===== src/hw/rtl/sgi_pkg.sv =====
// ----------------------------------------------------------------------------
// Scan gap interpolator package
// Field widths, defaults, transaction types and sequencer states.
// ----------------------------------------------------------------------------
package sgi_pkg;

	localparam int INDEX_W        = 11;
	localparam int RANGE_W        = 16;
	localparam int GAP_W          = 5;
	localparam int DEN_W          = GAP_W + 1;
	localparam int SCAN_SIZE_DEF  = 2048;
	localparam int RANGE_BITS_DEF = 16;

	localparam logic [GAP_W-1:0] MAX_GAP_RESET = GAP_W'(2);

	typedef struct packed {
		logic [RANGE_W-1:0] range;
		logic               missing;
		logic               last;
	} sgi_in_t;

	typedef struct packed {
		logic [INDEX_W-1:0] index;
		logic [RANGE_W-1:0] range_out;
		logic               no_return;
		logic               filled;
		logic               end_of_run;
		logic               end_of_scan;
	} sgi_out_t;

	typedef enum logic [2:0] {
		ST_IDLE,
		ST_SEG,
		ST_MUL_HI,
		ST_MUL_LO,
		ST_DIV,
		ST_EMIT
	} sgi_state_t;

endpackage


===== src/hw/rtl/sgi_div.sv =====
// ----------------------------------------------------------------------------
// Scan gap interpolator divider
// Restoring divider, one quotient bit per cycle, for small divisors.
// ----------------------------------------------------------------------------
module sgi_div #(
	parameter int NUM_W = 21,
	parameter int RW    = 16
) (
	input  logic                     clk,
	input  logic                     arst_n,
	input  logic                     start,
	input  logic [NUM_W-1:0]         num,
	input  logic [sgi_pkg::DEN_W-1:0] den,
	output logic                     done,
	output logic [RW-1:0]            quo
);

	localparam int DW = sgi_pkg::DEN_W;
	localparam int CW = (NUM_W > 1) ? $clog2(NUM_W) : 1;

	logic [NUM_W-1:0] work_q;
	logic [DW-1:0]    rem_q;
	logic [DW-1:0]    den_q;
	logic [CW-1:0]    cnt_q;
	logic             busy_q;
	logic             done_q;
	logic [DW:0]      trial;
	logic             ge;
	logic [DW:0]      diff;

	always_comb begin
		trial = {rem_q, work_q[NUM_W-1]};
		ge    = trial >= {1'b0, den_q};
		diff  = trial - {1'b0, den_q};
	end

	always_ff @(posedge clk or negedge arst_n) begin
		if (!arst_n) begin
			busy_q <= 1'b0;
			done_q <= 1'b0;
			cnt_q  <= '0;
		end else begin
			done_q <= 1'b0;
			if (start) begin
				busy_q <= 1'b1;
				cnt_q  <= CW'(NUM_W - 1);
			end else if (busy_q) begin
				cnt_q <= cnt_q - CW'(1);
				if (cnt_q == '0) begin
					busy_q <= 1'b0;
					done_q <= 1'b1;
				end
			end
		end
	end

	always_ff @(posedge clk) begin
		if (start) begin
			work_q <= num;
			rem_q  <= '0;
			den_q  <= den;
		end else if (busy_q) begin
			work_q <= {work_q[NUM_W-2:0], ge};
			rem_q  <= ge ? diff[DW-1:0] : trial[DW-1:0];
		end
	end

	assign done = done_q;
	assign quo  = work_q[RW-1:0];

endmodule


===== src/hw/rtl/scan_gap_interpolator.sv =====
// ----------------------------------------------------------------------------
// Scan gap interpolator
// Fills short missing runs of a circular range scan by linear interpolation.
// ----------------------------------------------------------------------------
// One sample is taken per transaction and the block stays busy until the
// last result it causes sits in the output register. Each direct result
// passes through the SEG and EMIT states; each interpolated result also
// passes through MUL_HI, MUL_LO and DIV, which use the shared multiplier
// twice and the restoring divider that yields one quotient bit per cycle.
// A gap at the start of the scan no longer than the configured maximum is held
// and emitted with the scan's last sample, so results can leave index order.
// The configuration port is always ready.
module scan_gap_interpolator #(
	parameter int SCAN_SIZE  = sgi_pkg::SCAN_SIZE_DEF,
	parameter int RANGE_BITS = sgi_pkg::RANGE_BITS_DEF
) (
	input  logic                      clk,
	input  logic                      arst_n,
	input  logic                      sample_valid,
	output logic                      sample_ready,
	input  sgi_pkg::sgi_in_t          sample,
	output logic                      result_valid,
	input  logic                      result_ready,
	output sgi_pkg::sgi_out_t         result,
	input  logic                      cfg_valid,
	output logic                      cfg_ready,
	input  logic [sgi_pkg::GAP_W-1:0] cfg_data
);

	localparam int IW        = sgi_pkg::INDEX_W;
	localparam int GW        = sgi_pkg::GAP_W;
	localparam int DW        = sgi_pkg::DEN_W;
	localparam int RNG_W     = sgi_pkg::RANGE_W;
	localparam int RW        = (RANGE_BITS < RNG_W) ? RANGE_BITS : RNG_W;
	localparam int NUM_W     = RW + GW;
	localparam int PW        = RW + DW;
	localparam int IDX_LIM   = (1 << IW) - 1;
	localparam int IDX_MAX_I = (SCAN_SIZE - 1 < IDX_LIM) ? SCAN_SIZE - 1 : IDX_LIM;
	localparam logic [IW-1:0] IDX_MAX = IW'(IDX_MAX_I);

	sgi_pkg::sgi_state_t state_q, state_d;

	logic [GW-1:0] mg_q;

	logic [IW-1:0] cnt_q;
	logic [IW-1:0] gap_q;
	logic [RW-1:0] prev_q;
	logic          seen_q;
	logic [GW-1:0] lead_len_q;
	logic [RW-1:0] first_q;
	logic          lead_pend_q;

	logic [IW-1:0] cur_q;
	logic          last_q;
	logic          miss_q;
	logic [RW-1:0] r_item_q;
	logic          has_v_q;
	logic          has_l_q;
	logic [GW-1:0] lead_g_q;
	logic [RW-1:0] lead_v1_q;

	logic [DW-1:0] run_k_q;
	logic [IW-1:0] run_anchor_q;
	logic [GW-1:0] run_g_q;
	logic          run_interp_q;
	logic [RW-1:0] run_v0_q;
	logic [RW-1:0] run_v1_q;

	logic [NUM_W-1:0]  acc_q;
	sgi_pkg::sgi_out_t out_q;
	logic              out_valid_q;

	logic          fire;
	logic [RW-1:0] r_in;
	logic [DW-1:0] mg_p1;
	logic [IW-1:0] gap_inc;
	logic          gap_fill;
	logic [DW-1:0] a_cnt;
	logic [IW-1:0] a_anchor;
	logic          a_interp;
	logic [IW-1:0] gap_d;
	logic [RW-1:0] prev_d;
	logic [RW-1:0] first_d;
	logic          lead_pend_d;
	logic [GW-1:0] lead_len_d;

	logic          load_l;
	logic          emit_go;
	logic          div_start;
	logic          div_done;
	logic [RW-1:0] quo;

	logic [DW-1:0]    den;
	logic [RW-1:0]    mul_a;
	logic [DW-1:0]    mul_b;
	logic [PW-1:0]    prod;
	logic [NUM_W-1:0] prod_n;
	logic [NUM_W-1:0] div_num;

	sgi_pkg::sgi_out_t out_d;
	logic              out_final;

	assign fire      = sample_valid && sample_ready;
	assign cfg_ready = 1'b1;

	always_comb begin
		r_in        = sample.range[RW-1:0];
		mg_p1       = {1'b0, mg_q} + DW'(1);
		gap_inc     = (gap_q == '1) ? gap_q : gap_q + IW'(1);
		gap_fill    = (gap_q != '0) && (gap_q <= IW'(mg_q));
		a_cnt       = '0;
		a_anchor    = cnt_q;
		a_interp    = 1'b0;
		gap_d       = gap_q;
		prev_d      = prev_q;
		first_d     = first_q;
		lead_pend_d = lead_pend_q;
		lead_len_d  = lead_len_q;
		if (sample.missing) begin
			gap_d    = gap_inc;
			a_anchor = cnt_q + IW'(1);
			if (gap_inc == IW'(mg_p1)) begin
				a_cnt = DW'(gap_inc);
			end else if (gap_inc > IW'(mg_p1)) begin
				a_cnt = DW'(1);
			end else if (sample.last) begin
				a_cnt = DW'(gap_inc);
			end
		end else begin
			if (gap_fill) begin
				if (seen_q) begin
					a_cnt    = DW'(gap_q);
					a_interp = 1'b1;
				end else begin
					lead_pend_d = 1'b1;
					lead_len_d  = GW'(gap_q);
				end
			end
			if (!seen_q) begin
				first_d = r_in;
			end
			prev_d = r_in;
			gap_d  = '0;
		end
	end

	always_ff @(posedge clk or negedge arst_n) begin
		if (!arst_n) begin
			mg_q <= sgi_pkg::MAX_GAP_RESET;
		end else if (cfg_valid) begin
			mg_q <= cfg_data;
		end
	end

	always_ff @(posedge clk or negedge arst_n) begin
		if (!arst_n) begin
			cnt_q       <= '0;
			gap_q       <= '0;
			prev_q      <= '0;
			seen_q      <= 1'b0;
			lead_len_q  <= '0;
			first_q     <= '0;
			lead_pend_q <= 1'b0;
		end else if (fire) begin
			if (sample.last) begin
				cnt_q       <= '0;
				gap_q       <= '0;
				prev_q      <= '0;
				seen_q      <= 1'b0;
				lead_len_q  <= '0;
				first_q     <= '0;
				lead_pend_q <= 1'b0;
			end else begin
				gap_q       <= gap_d;
				prev_q      <= prev_d;
				seen_q      <= seen_q || !sample.missing;
				lead_len_q  <= lead_len_d;
				first_q     <= first_d;
				lead_pend_q <= lead_pend_d;
				if (cnt_q < IDX_MAX) begin
					cnt_q <= cnt_q + IW'(1);
				end
			end
		end
	end

	always_ff @(posedge clk) begin
		if (fire) begin
			cur_q     <= cnt_q;
			last_q    <= sample.last;
			miss_q    <= sample.missing;
			r_item_q  <= r_in;
			lead_g_q  <= lead_len_d;
			lead_v1_q <= first_d;
		end
	end

	always_ff @(posedge clk or negedge arst_n) begin
		if (!arst_n) begin
			state_q <= sgi_pkg::ST_IDLE;
			has_v_q <= 1'b0;
			has_l_q <= 1'b0;
			run_k_q <= '0;
		end else begin
			state_q <= state_d;
			if (fire) begin
				has_v_q <= !sample.missing;
				has_l_q <= sample.last && lead_pend_d;
				run_k_q <= a_cnt;
			end else if (load_l) begin
				has_l_q <= 1'b0;
				run_k_q <= DW'(lead_g_q);
			end else if (emit_go) begin
				if (run_k_q != '0) begin
					run_k_q <= run_k_q - DW'(1);
				end else begin
					has_v_q <= 1'b0;
				end
			end
		end
	end

	always_ff @(posedge clk) begin
		if (fire) begin
			run_anchor_q <= a_anchor;
			run_g_q      <= GW'(gap_q);
			run_interp_q <= a_interp;
			run_v0_q     <= prev_q;
			run_v1_q     <= r_in;
		end else if (load_l) begin
			run_anchor_q <= IW'(lead_g_q);
			run_g_q      <= lead_g_q;
			run_interp_q <= !miss_q;
			run_v0_q     <= r_item_q;
			run_v1_q     <= lead_v1_q;
		end
	end

	always_comb begin
		state_d      = state_q;
		sample_ready = 1'b0;
		load_l       = 1'b0;
		emit_go      = 1'b0;
		div_start    = 1'b0;
		unique case (state_q)
			sgi_pkg::ST_IDLE: begin
				sample_ready = 1'b1;
				if (sample_valid) begin
					state_d = sgi_pkg::ST_SEG;
				end
			end
			sgi_pkg::ST_SEG: begin
				priority if (run_k_q != '0) begin
					state_d = run_interp_q ? sgi_pkg::ST_MUL_HI : sgi_pkg::ST_EMIT;
				end else if (has_v_q) begin
					state_d = sgi_pkg::ST_EMIT;
				end else if (has_l_q) begin
					load_l = 1'b1;
				end else begin
					state_d = sgi_pkg::ST_IDLE;
				end
			end
			sgi_pkg::ST_MUL_HI: begin
				state_d = sgi_pkg::ST_MUL_LO;
			end
			sgi_pkg::ST_MUL_LO: begin
				div_start = 1'b1;
				state_d   = sgi_pkg::ST_DIV;
			end
			sgi_pkg::ST_DIV: begin
				if (div_done) begin
					state_d = sgi_pkg::ST_EMIT;
				end
			end
			sgi_pkg::ST_EMIT: begin
				if (!out_valid_q || result_ready) begin
					emit_go = 1'b1;
					state_d = sgi_pkg::ST_SEG;
				end
			end
			default: begin
				state_d = sgi_pkg::ST_IDLE;
			end
		endcase
	end

	// Shared multiplier: v1*(d-k) first, then v0*k.
	always_comb begin
		den     = {1'b0, run_g_q} + DW'(1);
		mul_a   = (state_q == sgi_pkg::ST_MUL_HI) ? run_v1_q : run_v0_q;
		mul_b   = (state_q == sgi_pkg::ST_MUL_HI) ? den - run_k_q : run_k_q;
		prod    = {{DW{1'b0}}, mul_a} * {{RW{1'b0}}, mul_b};
		prod_n  = prod[NUM_W-1:0];
		div_num = acc_q + prod_n;
	end

	always_ff @(posedge clk) begin
		if (state_q == sgi_pkg::ST_MUL_HI) begin
			acc_q <= prod_n + NUM_W'(den >> 1);
		end
	end

	sgi_div #(
		.NUM_W (NUM_W),
		.RW    (RW)
	) u_sgi_div (
		.clk    (clk),
		.arst_n (arst_n),
		.start  (div_start),
		.num    (div_num),
		.den    (den),
		.done   (div_done),
		.quo    (quo)
	);

	always_comb begin
		if (run_k_q != '0) begin
			out_final       = (run_k_q == DW'(1)) && !has_v_q && !has_l_q;
			out_d.index     = run_anchor_q - IW'(run_k_q);
			out_d.range_out = run_interp_q ? RNG_W'(quo) : '0;
			out_d.no_return = !run_interp_q;
			out_d.filled    = run_interp_q;
		end else begin
			out_final       = !has_l_q;
			out_d.index     = cur_q;
			out_d.range_out = RNG_W'(r_item_q);
			out_d.no_return = 1'b0;
			out_d.filled    = 1'b0;
		end
		out_d.end_of_run  = out_final;
		out_d.end_of_scan = out_final && last_q;
	end

	always_ff @(posedge clk or negedge arst_n) begin
		if (!arst_n) begin
			out_valid_q <= 1'b0;
		end else if (emit_go) begin
			out_valid_q <= 1'b1;
		end else if (result_ready) begin
			out_valid_q <= 1'b0;
		end
	end

	always_ff @(posedge clk) begin
		if (emit_go) begin
			out_q <= out_d;
		end
	end

	assign result_valid = out_valid_q;
	assign result       = out_q;

endmodule


===== config.mk =====
export PLATFORM = sky130hd
export DESIGN_NAME = scan_gap_interpolator
export DESIGN_NICKNAME = d
export VERILOG_FILES = /design/src/hw/rtl/sgi_pkg.sv /design/src/hw/rtl/sgi_div.sv /design/src/hw/rtl/scan_gap_interpolator.sv
export SDC_FILE = /design/constraint.sdc
export NUM_CORES = 1
export LEC_CHECK = 0
export BUFFER_PORTS_ARGS = -buffer_cell sky130_fd_sc_hd__buf_2
export CAP_MARGIN = 25
export CORE_MARGIN = 5
export CORE_UTILIZATION = 40
export DETAILED_ROUTE_END_ITERATION = 8
export PLACE_DENSITY = 0.66
export SYNTH_ARGS = -nofsm -noshare
export SYNTH_HDL_FRONTEND = slang
export SYNTH_SLANG_ARGS = --single-unit

===== constraint.sdc =====
create_clock -name clk -period 17.3 [get_ports clk]
set_input_delay 0.865 -clock clk [delete_from_list [all_inputs] [get_ports clk]]
set_output_delay 0.865 -clock clk [all_outputs]
set_load 0.05 [all_outputs]

==> impl_metrics.tcl, run 1 <==
set metrics [dict create \
    synth_cells 1801 \
    worst_path_most_repeated_cell "ha_1" \
    drc 0 \
    diodes 0 \
    ctsHoldBuffers 0 \
    first_global_vias 12500 \
    cts_resized 0 \
    tightestPinTransition_ns 0.993 \
    yosysWarningCount 0 \
    vias 12700 \
    drv_cap 0 \
    core_mm2 0.0421 \
    synth_compound_area_share_pct 11.2 \
    start_util_pct 40.6 \
    clk_pin_slew_ns 0.06 \
    port_buffers 60 \
    fmax_mhz 115 \
    synthAdderAreaFrac_pct 14.1 \
    ios 62 \
    wl_mm 39.6 \
    synth_xor_area_share_pct 4.25 \
    syn2layout_area_growth_pct 10.5 \
    clock-root-buffer "clkbuf_16" \
    seqCellArea_mm2 0.00759 \
    clk_latency_ns 0.57 \
    holdCritPathClass "in2async" \
    grt_usage_pct 16.7 \
    nets 2010 \
    cts_tree "done" \
    critPathMaxFanout 13 \
    finalCritPeriodShare_pct 50.1 \
    hold_viol 0 \
    syn_nets 1985 \
    worstPathArrival_ns 8.96 \
    nFillCells 3977 \
    end_kind "flop" \
    place_congestion 0.885 \
    rows 75 \
    cp_slowest_cell "fa_1" \
    grt_pass1_wl_mm 64.9 \
    fin_crit_ns 8.67 \
    finalSetupViolations 0 \
    max_stage_delay_ns 0.54 \
    cts_max_level 1 \
    ys.flop_type "edfxtp_1" \
    synth.area.mux_share_pct 2.56 \
    drt_iter0_drc 834 \
    cts-buffers-inserted 29 \
    synth_area_mm2 0.0171 \
    grt_max_degree 77 \
    layout_common_cells "nand2_1 (377), edfxtp_1 (178), nor2_1 (152)" \
    synth-seq-area-share_pct 44.4 \
    yosysUniqueCellTypes 75 \
    yosys.area_share.simple_pct 18.8 \
    dieHeight_um 217 \
    vias_per_cell 5.32 \
    layout_commonest_cell "nand2_1" \
    maxSlewViolCount 0 \
    grt-ovfl-total 0 \
    synth_edf_count 178 \
    drive_above_1_share_pct 8.76 \
    wl_per_cell_um 16.6 \
    r2r-start "run_g_q[0]" \
    critPathRequiredTime_ns 17.59 \
    syn_avg_cell_area_um2 9.49 \
    dp_hpwl_mm 29.5 \
    antenna_found_initial 1 \
    dp_cells 2334 \
    die_area_mm2 0.0470 \
    async_flop_share_pct 31.6 \
    drtPass1Iterations 5 \
    clockBufferDepth 3 \
    crit_start "run_g_q[0]" \
    cts_sinks 269 \
    multi_input_area_mm2 0.00871 \
    postCtsSetupBuffers 0 \
    ant_nets 0 \
    start_kind "flop" \
    relSlewSlack_pct 33.3 \
    status "finished clean" \
    rsz0062_at_grt "no" \
    die_w_um 217 \
    synth_top_family_by_area "simple AND/OR/NAND/NOR gates" \
    crit_type "reg2reg" \
    tns_ns 0 \
    synth-seq-cells 269 \
    fin_cells 2388 \
    fin_skew_ns 0.00909 \
]
Yosys cell counts, drive strengths merged, types with 3 or more instances:
master / n / share of area [%]
a2111oi: 3 / 0.19
a211oi: 12 / 0.53
a21boi: 3 / 0.13
a21o: 18 / 0.79
a21oi: 78 / 2.3
a22o: 10 / 0.51
a311oi: 3 / 0.15
a31oi: 10 / 0.37
and2: 6 / 0.22
and3: 16 / 0.59
buf: 18 / 0.50
clkbuf: 59 / 1.3
clkinv: 3 / 0.073
dfrtp: 84 / 12
dfxtp: 6 / 0.70
edfxtp: 178 / 31
fa: 61 / 7.1
ha: 95 / 7.0
inv: 129 / 2.8
mux2: 22 / 1.4
mux2i: 19 / 1.1
nand2: 379 / 8.3
nand2b: 11 / 0.40
nand3: 75 / 2.2
nand3b: 4 / 0.18
nand4: 12 / 0.44
nor2: 153 / 3.4
nor2b: 15 / 0.55
nor3: 20 / 0.61
nor3b: 7 / 0.31
nor4: 9 / 0.42
o211ai: 9 / 0.40
o21a: 12 / 0.53
o21ai: 114 / 3.3
o21bai: 5 / 0.22
o311ai: 3 / 0.26
o31ai: 10 / 0.44
or2: 8 / 0.29
or3: 3 / 0.11
or4: 6 / 0.29
xnor2: 48 / 2.5
xor2: 35 / 1.8
stage by stage:
stage / hold WS (ns) / setup slack, ns / util [%] / instance area, um^2
after floorplan: 0.435 / 10.02 / - / 17100
after global placement: 0.445 / 8.99 / 42.4 / 17900
after detailed placement: 0.456 / 8.62 / 42.4 / 17900
after CTS: 0.211 / 8.66 / 44.8 / 18900
after global routing: 0.235 / 7.98 / 44.8 / 18900
final: 0.215 / 8.63 / 44.8 / 18900
worst max-delay path: cells and delay by family, from the launching register on:
family                     cells  cell delay [ns]
muxes                          1             0.19
adders and majority gates      7             2.87
buffers and inverters          1             0.04
AOI/OAI and AO/OA              9             2.47
and+or+nand+nor                8             1.57
DFF                            1             0.45
xor gates and xnor gates       2             0.77
sequential cells by signal (all words and copies together) (netlist names), 6 cells and up:
signal            cells
result               31
acc_q                21
u_sgi_div.work_q     21
first_q              16
lead_v1_q            16
prev_q               16
r_item_q             16
run_v0_q             16
run_v1_q             16
cnt_q                11
cur_q                11
gap_q                11
run_anchor_q         11
run_k_q               6
u_sgi_div.den_q       6
u_sgi_div.rem_q       6
kinds of logic after synthesis:
group | Yosys count
mux | 41
flops | 269
simple gates | 733
fa+ha+maj | 156
compound gates | 309
buf+inv | 209
other cells | 1
xor+xnor | 83
routing by layer:
metal	GRT usage, %	routed length [um]
met2	26.8	18200
met5	0	8
met1	23.8	18300
met4	4.26	897
met3	2.79	2170
layout make-up:
| type | instances | share of cell area, % |
|---|---|---|
| clock buffer | 37 | 4.16 |
| sequential | 269 | 40.2 |
| clock inverter | 17 | 1.20 |
| multi-input combinational | 1323 | 46.1 |
| timing repair buffer | 71 | 2.11 |
| inverter | 132 | 2.64 |
| tap | 539 | 3.57 |
path summary, 6_finish.rpt:
kind	endpoint	slack, ns	depth (start not counted)
worst max-delay path	u_sgi_div.work_q[20]	8.63	28
worst min-delay path	mg_q[0]	0.21	1
worst max register to register	u_sgi_div.work_q[20]	8.63	28
worst min register to register	first_q[12]	0.46	2
max in group asynchronous	prev_q[9]	15.96	2
min in group clk	first_q[12]	0.46	2
Power of run 1 is not shown: default switching activity piles up to over one toggle a cycle in this logic, so the estimate is an artifact.
==> run 2, diff against run 1 <==
Settings changed: PLACE_DENSITY 0.66 to 0.68.
Clock period 17.3 ns to 7 ns, I/O delays scaled along.
==> run 2 against run 1 <==
Compared with the run above:
- the flow now finishes with violations (negative setup slack)
- via count is 3.8% higher
- non-clock buffer count rose by 105
- final cell count grew 4.4%
- worst hold slack got worse by 0.20 ns
- core utilization rose by 3.4 points
- clock skew grew 0.041 ns
- register-to-register slack worse by 8.7 ns
- maximum frequency grew 23%
- design area increased by 7.6%
- critical endpoint unchanged
- routed wire length rose by 7.1%
- flip-flop and latch count is the same
- critical path type unchanged
- first-iteration DRC count is 22% higher
==> impl_metrics.tcl, run 2 (same netlist as run 1, synthesis figures left out) <==
set metrics [dict create \
    crit_type "reg2reg" \
    maxSlewViolCount 0 \
    ant_nets 0 \
    die_w_um 217 \
    clockBufferDepth 3 \
    grt_pass1_wl_mm 68.3 \
    grt_usage_pct 17.6 \
    seqCellArea_mm2 0.00759 \
    dieHeight_um 217 \
    fin_skew_ns 0.0496 \
    cts_max_level 1 \
    rsz0062_at_grt "yes" \
    die_area_mm2 0.0470 \
    nets 2116 \
    rows 75 \
    grt_max_degree 93 \
    finalCritPeriodShare_pct 100 \
    largest_reg_flops 31 \
    worstPathArrival_ns 7.32 \
    start_util_pct 40.6 \
    critPathRequiredTime_ns 7.29 \
    cts_sinks 269 \
    drc 0 \
    end_kind "flop" \
    cp_slowest_cell "fa_1" \
    clk_latency_ns 0.60 \
    clk_pin_slew_ns 0.06 \
    cts-buffers-inserted 30 \
    violations "negative setup slack" \
    nFillCells 3785 \
    cts_tree "done" \
    drv_cap 0 \
    vias 13200 \
    status "finished, violations left" \
    tightestPinTransition_ns 0.961 \
    drt_iter0_drc 1020 \
    post-place-ws_ns -0.0700 \
    layout_commonest_cell "nand2_1" \
    multi_input_area_mm2 0.00922 \
    grt-ovfl-total 0 \
    dp_hpwl_mm 30.9 \
    drive_above_1_share_pct 16.8 \
    antenna_found_initial 0 \
    finalSetupViolations 2 \
    holdCritPathClass "in2reg" \
    layout_setup_ws_ns -0.0330 \
    clock-root-buffer "clkbuf_16" \
    layout_common_cells "nand2_1 (377), edfxtp_1 (178), nor2_1 (144)" \
    relSlewSlack_pct 34.3 \
    fin_crit_ns 7.03 \
    drtPass1Iterations 6 \
    wl_mm 42.4 \
    ios 62 \
    fmax_mhz 142 \
    finalInstanceArea_mm2 0.0203 \
    critPathMaxFanout 4 \
    place_congestion 0.884 \
    placed_area_mm2 0.0185 \
    vias_per_cell 5.29 \
    core_mm2 0.0421 \
    hold_viol 0 \
    syn2layout_area_growth_pct 18.8 \
    first_global_vias 13000 \
    start_kind "flop" \
    diodes 0 \
    max_stage_delay_ns 0.57 \
    port_buffers 60 \
    wl_per_cell_um 17.0 \
]
## run 2: changes by cell type in the layout (fill, tap and decap cells not counted), sizes merged
| cell | change |
|---|---|
| buf | +85 |
| dlygate4sd3 | +20 |
| clkbuf | +9 |
| clkinv | -5 |
| bufinv | -3 |
## run 2: path summary, 6_finish.rpt
kind                             start                    to  slack [ns]  cells past startpoint
min reg2reg                first_q[15]           first_q[15]        0.46                      2
max                         run_g_q[0]  u_sgi_div.work_q[20]       -0.03                     30
min in group asynchronous       arst_n              gap_q[9]        0.26                      2
min                          sample[2]           r_item_q[0]        0.02                      1
max reg2reg                 run_g_q[0]  u_sgi_div.work_q[20]       -0.03                     30
max in group asynchronous       arst_n            prev_q[12]        5.65                      3
## run 2: layer usage
layer | up-vias | track usage [%] | wire, um
li1 | 6445 | - | -
met1 | 6368 | 24.8 | 19200
met2 | 312 | 28.6 | 19700
met3 | 70 | 3.18 | 2350
met4 | 0 | 4.37 | 1080
met5 | - | 0 | 0
## run 2: what timing repair did
action,CTS,global route
endpoints found under the hold margin,52,0
gates cloned,0,1
pin swaps,4,36
resized for setup,9,79
endpoints found under the setup margin,3,10
hold buffers,20,0
setup buffers,4,6
## run 2: worst max-delay path: cells and delay by family (launching register included)
kind / cells / cell delay, ns
fa+ha+maj: 7 / 2.53
compound gates: 10 / 1.83
simple gates: 5 / 0.95
buf+inv: 5 / 0.64
flops: 1 / 0.36
xor+xnor: 2 / 0.26
mux: 1 / 0.18
## run 2: stage by stage
stage	utilization (%)	hold slack, ns	std cells	setup TNS [ns]
after floorplan	-	0.0544	1801	0
after global placement	44.0	0.351	2406	0
after detailed placement	44.0	0.355	2406	-0.0700
after CTS	47.1	0.00161	2485	0
after global routing	48.2	0.0125	2494	-1.32
final	48.2	0.0174	2494	-0.0372
## run 2: cell type report
class | instances | area share (%)
inverter | 132 | 2.46
multi-input combinational | 1323 | 45.4
timing repair buffer | 176 | 6.30
sequential | 269 | 37.4
tap | 539 | 3.32
clock inverter | 9 | 0.610
clock buffer | 46 | 4.54
Power of run 2 is left out for the same reason.
==> run 3, diff against run 2 <==
Settings changed: RECOVER_POWER set to 25.
==> run 3 against run 2 <==
Compared with the run above:
- the run ends with max-capacitance violations, max-slew violations, negative setup slack left
- global-route usage unchanged
- count of clock-buffer cells in the layout unchanged
- worst setup slack gained 0.0090 ns
==> impl_metrics.tcl, run 3 (same netlist as run 1, synthesis figures left out) <==
set metrics [dict create \
    crit_type "reg2reg" \
    drive_above_1_share_pct 15.7 \
    cp_top_family "adder cells" \
    cp_slowest_cell "fa_1" \
    wl_per_cell_um 17.0 \
    clock-root-buffer "clkbuf_16" \
    ff2ff_path_depth 30 \
    vias_per_cell 5.29 \
    cts_max_level 1 \
    ios 62 \
    relSlewSlack_pct -43.5 \
    first_global_vias 13000 \
    finalInstanceArea_mm2 0.0203 \
    nFillCells 3795 \
    fmax_mhz 142 \
    dieHeight_um 217 \
    min_delay_path_depth 3 \
    drc 0 \
    cts_tree "done" \
    max_stage_delay_ns 0.57 \
    maxSlewViolCount 36 \
    diodes 0 \
    antenna_found_initial 0 \
    seqCellArea_mm2 0.00759 \
    final_util_pct 48.1 \
    ant_nets 0 \
    violations "max-capacitance violations, max-slew violations, negative setup slack" \
    grt-ovfl-total 0 \
    start_util_pct 40.6 \
    grt_max_degree 93 \
    cts_sinks 269 \
    largest_reg_flops 31 \
    critPathRequiredTime_ns 7.29 \
    dp_hpwl_mm 30.9 \
    port_buffers 60 \
    core_mm2 0.0421 \
    vias 13200 \
    critPathMaxFanout 4 \
    layout_commonest_cell "nand2_1" \
    tns_ns -0.0240 \
    layout_setup_ws_ns -0.0240 \
    die_w_um 217 \
    drv_cap 1 \
    rsz0062_at_grt "yes" \
    placed_area_mm2 0.0185 \
    end_kind "flop" \
    drtPass1Iterations 5 \
    finalCritPeriodShare_pct 100 \
    finalSetupViolations 1 \
    wl_mm 42.4 \
    drt_iter0_drc 1041 \
    layout_common_cells "nand2_1 (377), edfxtp_1 (178), nor2_1 (144)" \
    rows 75 \
    rrSetupSlack_ns -0.02 \
    crit_start "run_g_q[0]" \
    r2r-start "run_g_q[0]" \
    status "finished, violations left" \
    nets 2116 \
    crit_buf_inv 5 \
    critical_path_depth 30 \
    clockBufferDepth 3 \
    syn2layout_area_growth_pct 18.6 \
    r2r-end "u_sgi_div.work_q[20]" \
    clk_latency_ns 0.60 \
    hold_viol 0 \
    place_congestion 0.884 \
    cts-buffers-inserted 30 \
    worstPathArrival_ns 7.31 \
    holdCritPathClass "in2reg" \
    tightestPinTransition_ns 2.15 \
    grt_usage_pct 17.6 \
    grt_pass1_wl_mm 68.3 \
    clk_pin_slew_ns 0.06 \
    start_kind "flop" \
    multi_input_area_mm2 0.00922 \
    crit_path_end "u_sgi_div.work_q[20]" \
    fin_skew_ns 0.0496 \
    fin_crit_ns 7.02 \
    die_area_mm2 0.0470 \
]
-- run 3: through the flow --
step	std cells	setup slack, ns	hold WS (ns)
2_1_floorplan	1801	0.0107	0.0544
3_3_place_gp	2406	0.0961	0.351
3_5_place_dp	2406	-0.0700	0.355
4_1_cts	2485	0.00719	0.00161
5_1_grt	2494	-0.343	0.0451
6_report	2494	-0.0240	0.0361
-- run 3: cell type report --
class / count / area share (%)
multi-input combinational: 1323 / 45.5
sequential: 269 / 37.4
timing repair buffer: 176 / 6.14
clock buffer: 46 / 4.55
tap: 539 / 3.32
inverter: 132 / 2.46
clock inverter: 9 / 0.611
-- run 3: worst min-delay path by stage --
stage	start	endpoint	slack, ns
after global routing	cfg_data[1]	mg_q[1]	0.05
after CTS	sample[2]	r_item_q[0]	0.002
final	cfg_data[1]	mg_q[1]	0.04
after detailed placement	arst_n	gap_q[9]	0.35
after global placement	arst_n	gap_q[9]	0.35
after floorplan	arst_n	cnt_q[0]	0.05
-- run 3: worst register-to-register path: cells and delay by family (launching register included) --
kind,cells,cell delay (ns)
AO/OA/AOI/OAI,9,1.54
XOR/XNOR,2,0.26
adder cells (fa/ha/maj),7,2.53
buffers and inverters,5,0.64
flip-flops,1,0.36
multiplexers,2,0.43
AND/OR/NAND/NOR,5,1.00
-- run 3: layer usage --
layer | global-route usage [%] | part of all wire (%) | vias up
met5 | 0 | 0 | -
met4 | 4.37 | 2.6 | 0
met3 | 3.18 | 6.0 | 66
met2 | 28.6 | 46 | 345
met1 | 24.8 | 45 | 6333
li1 | - | - | 6446
-- run 3: timing repair --
item / 4_1_cts / 5_1_grt
hold endpoints to repair: 52 / 0
setup buffers: 4 / 6
pin swaps: 4 / 36
gates cloned: 0 / 1
hold buffers: 20 / 0
resized for setup: 9 / 79
setup endpoints to repair: 3 / 10
Power of run 3 is left out for the same reason.
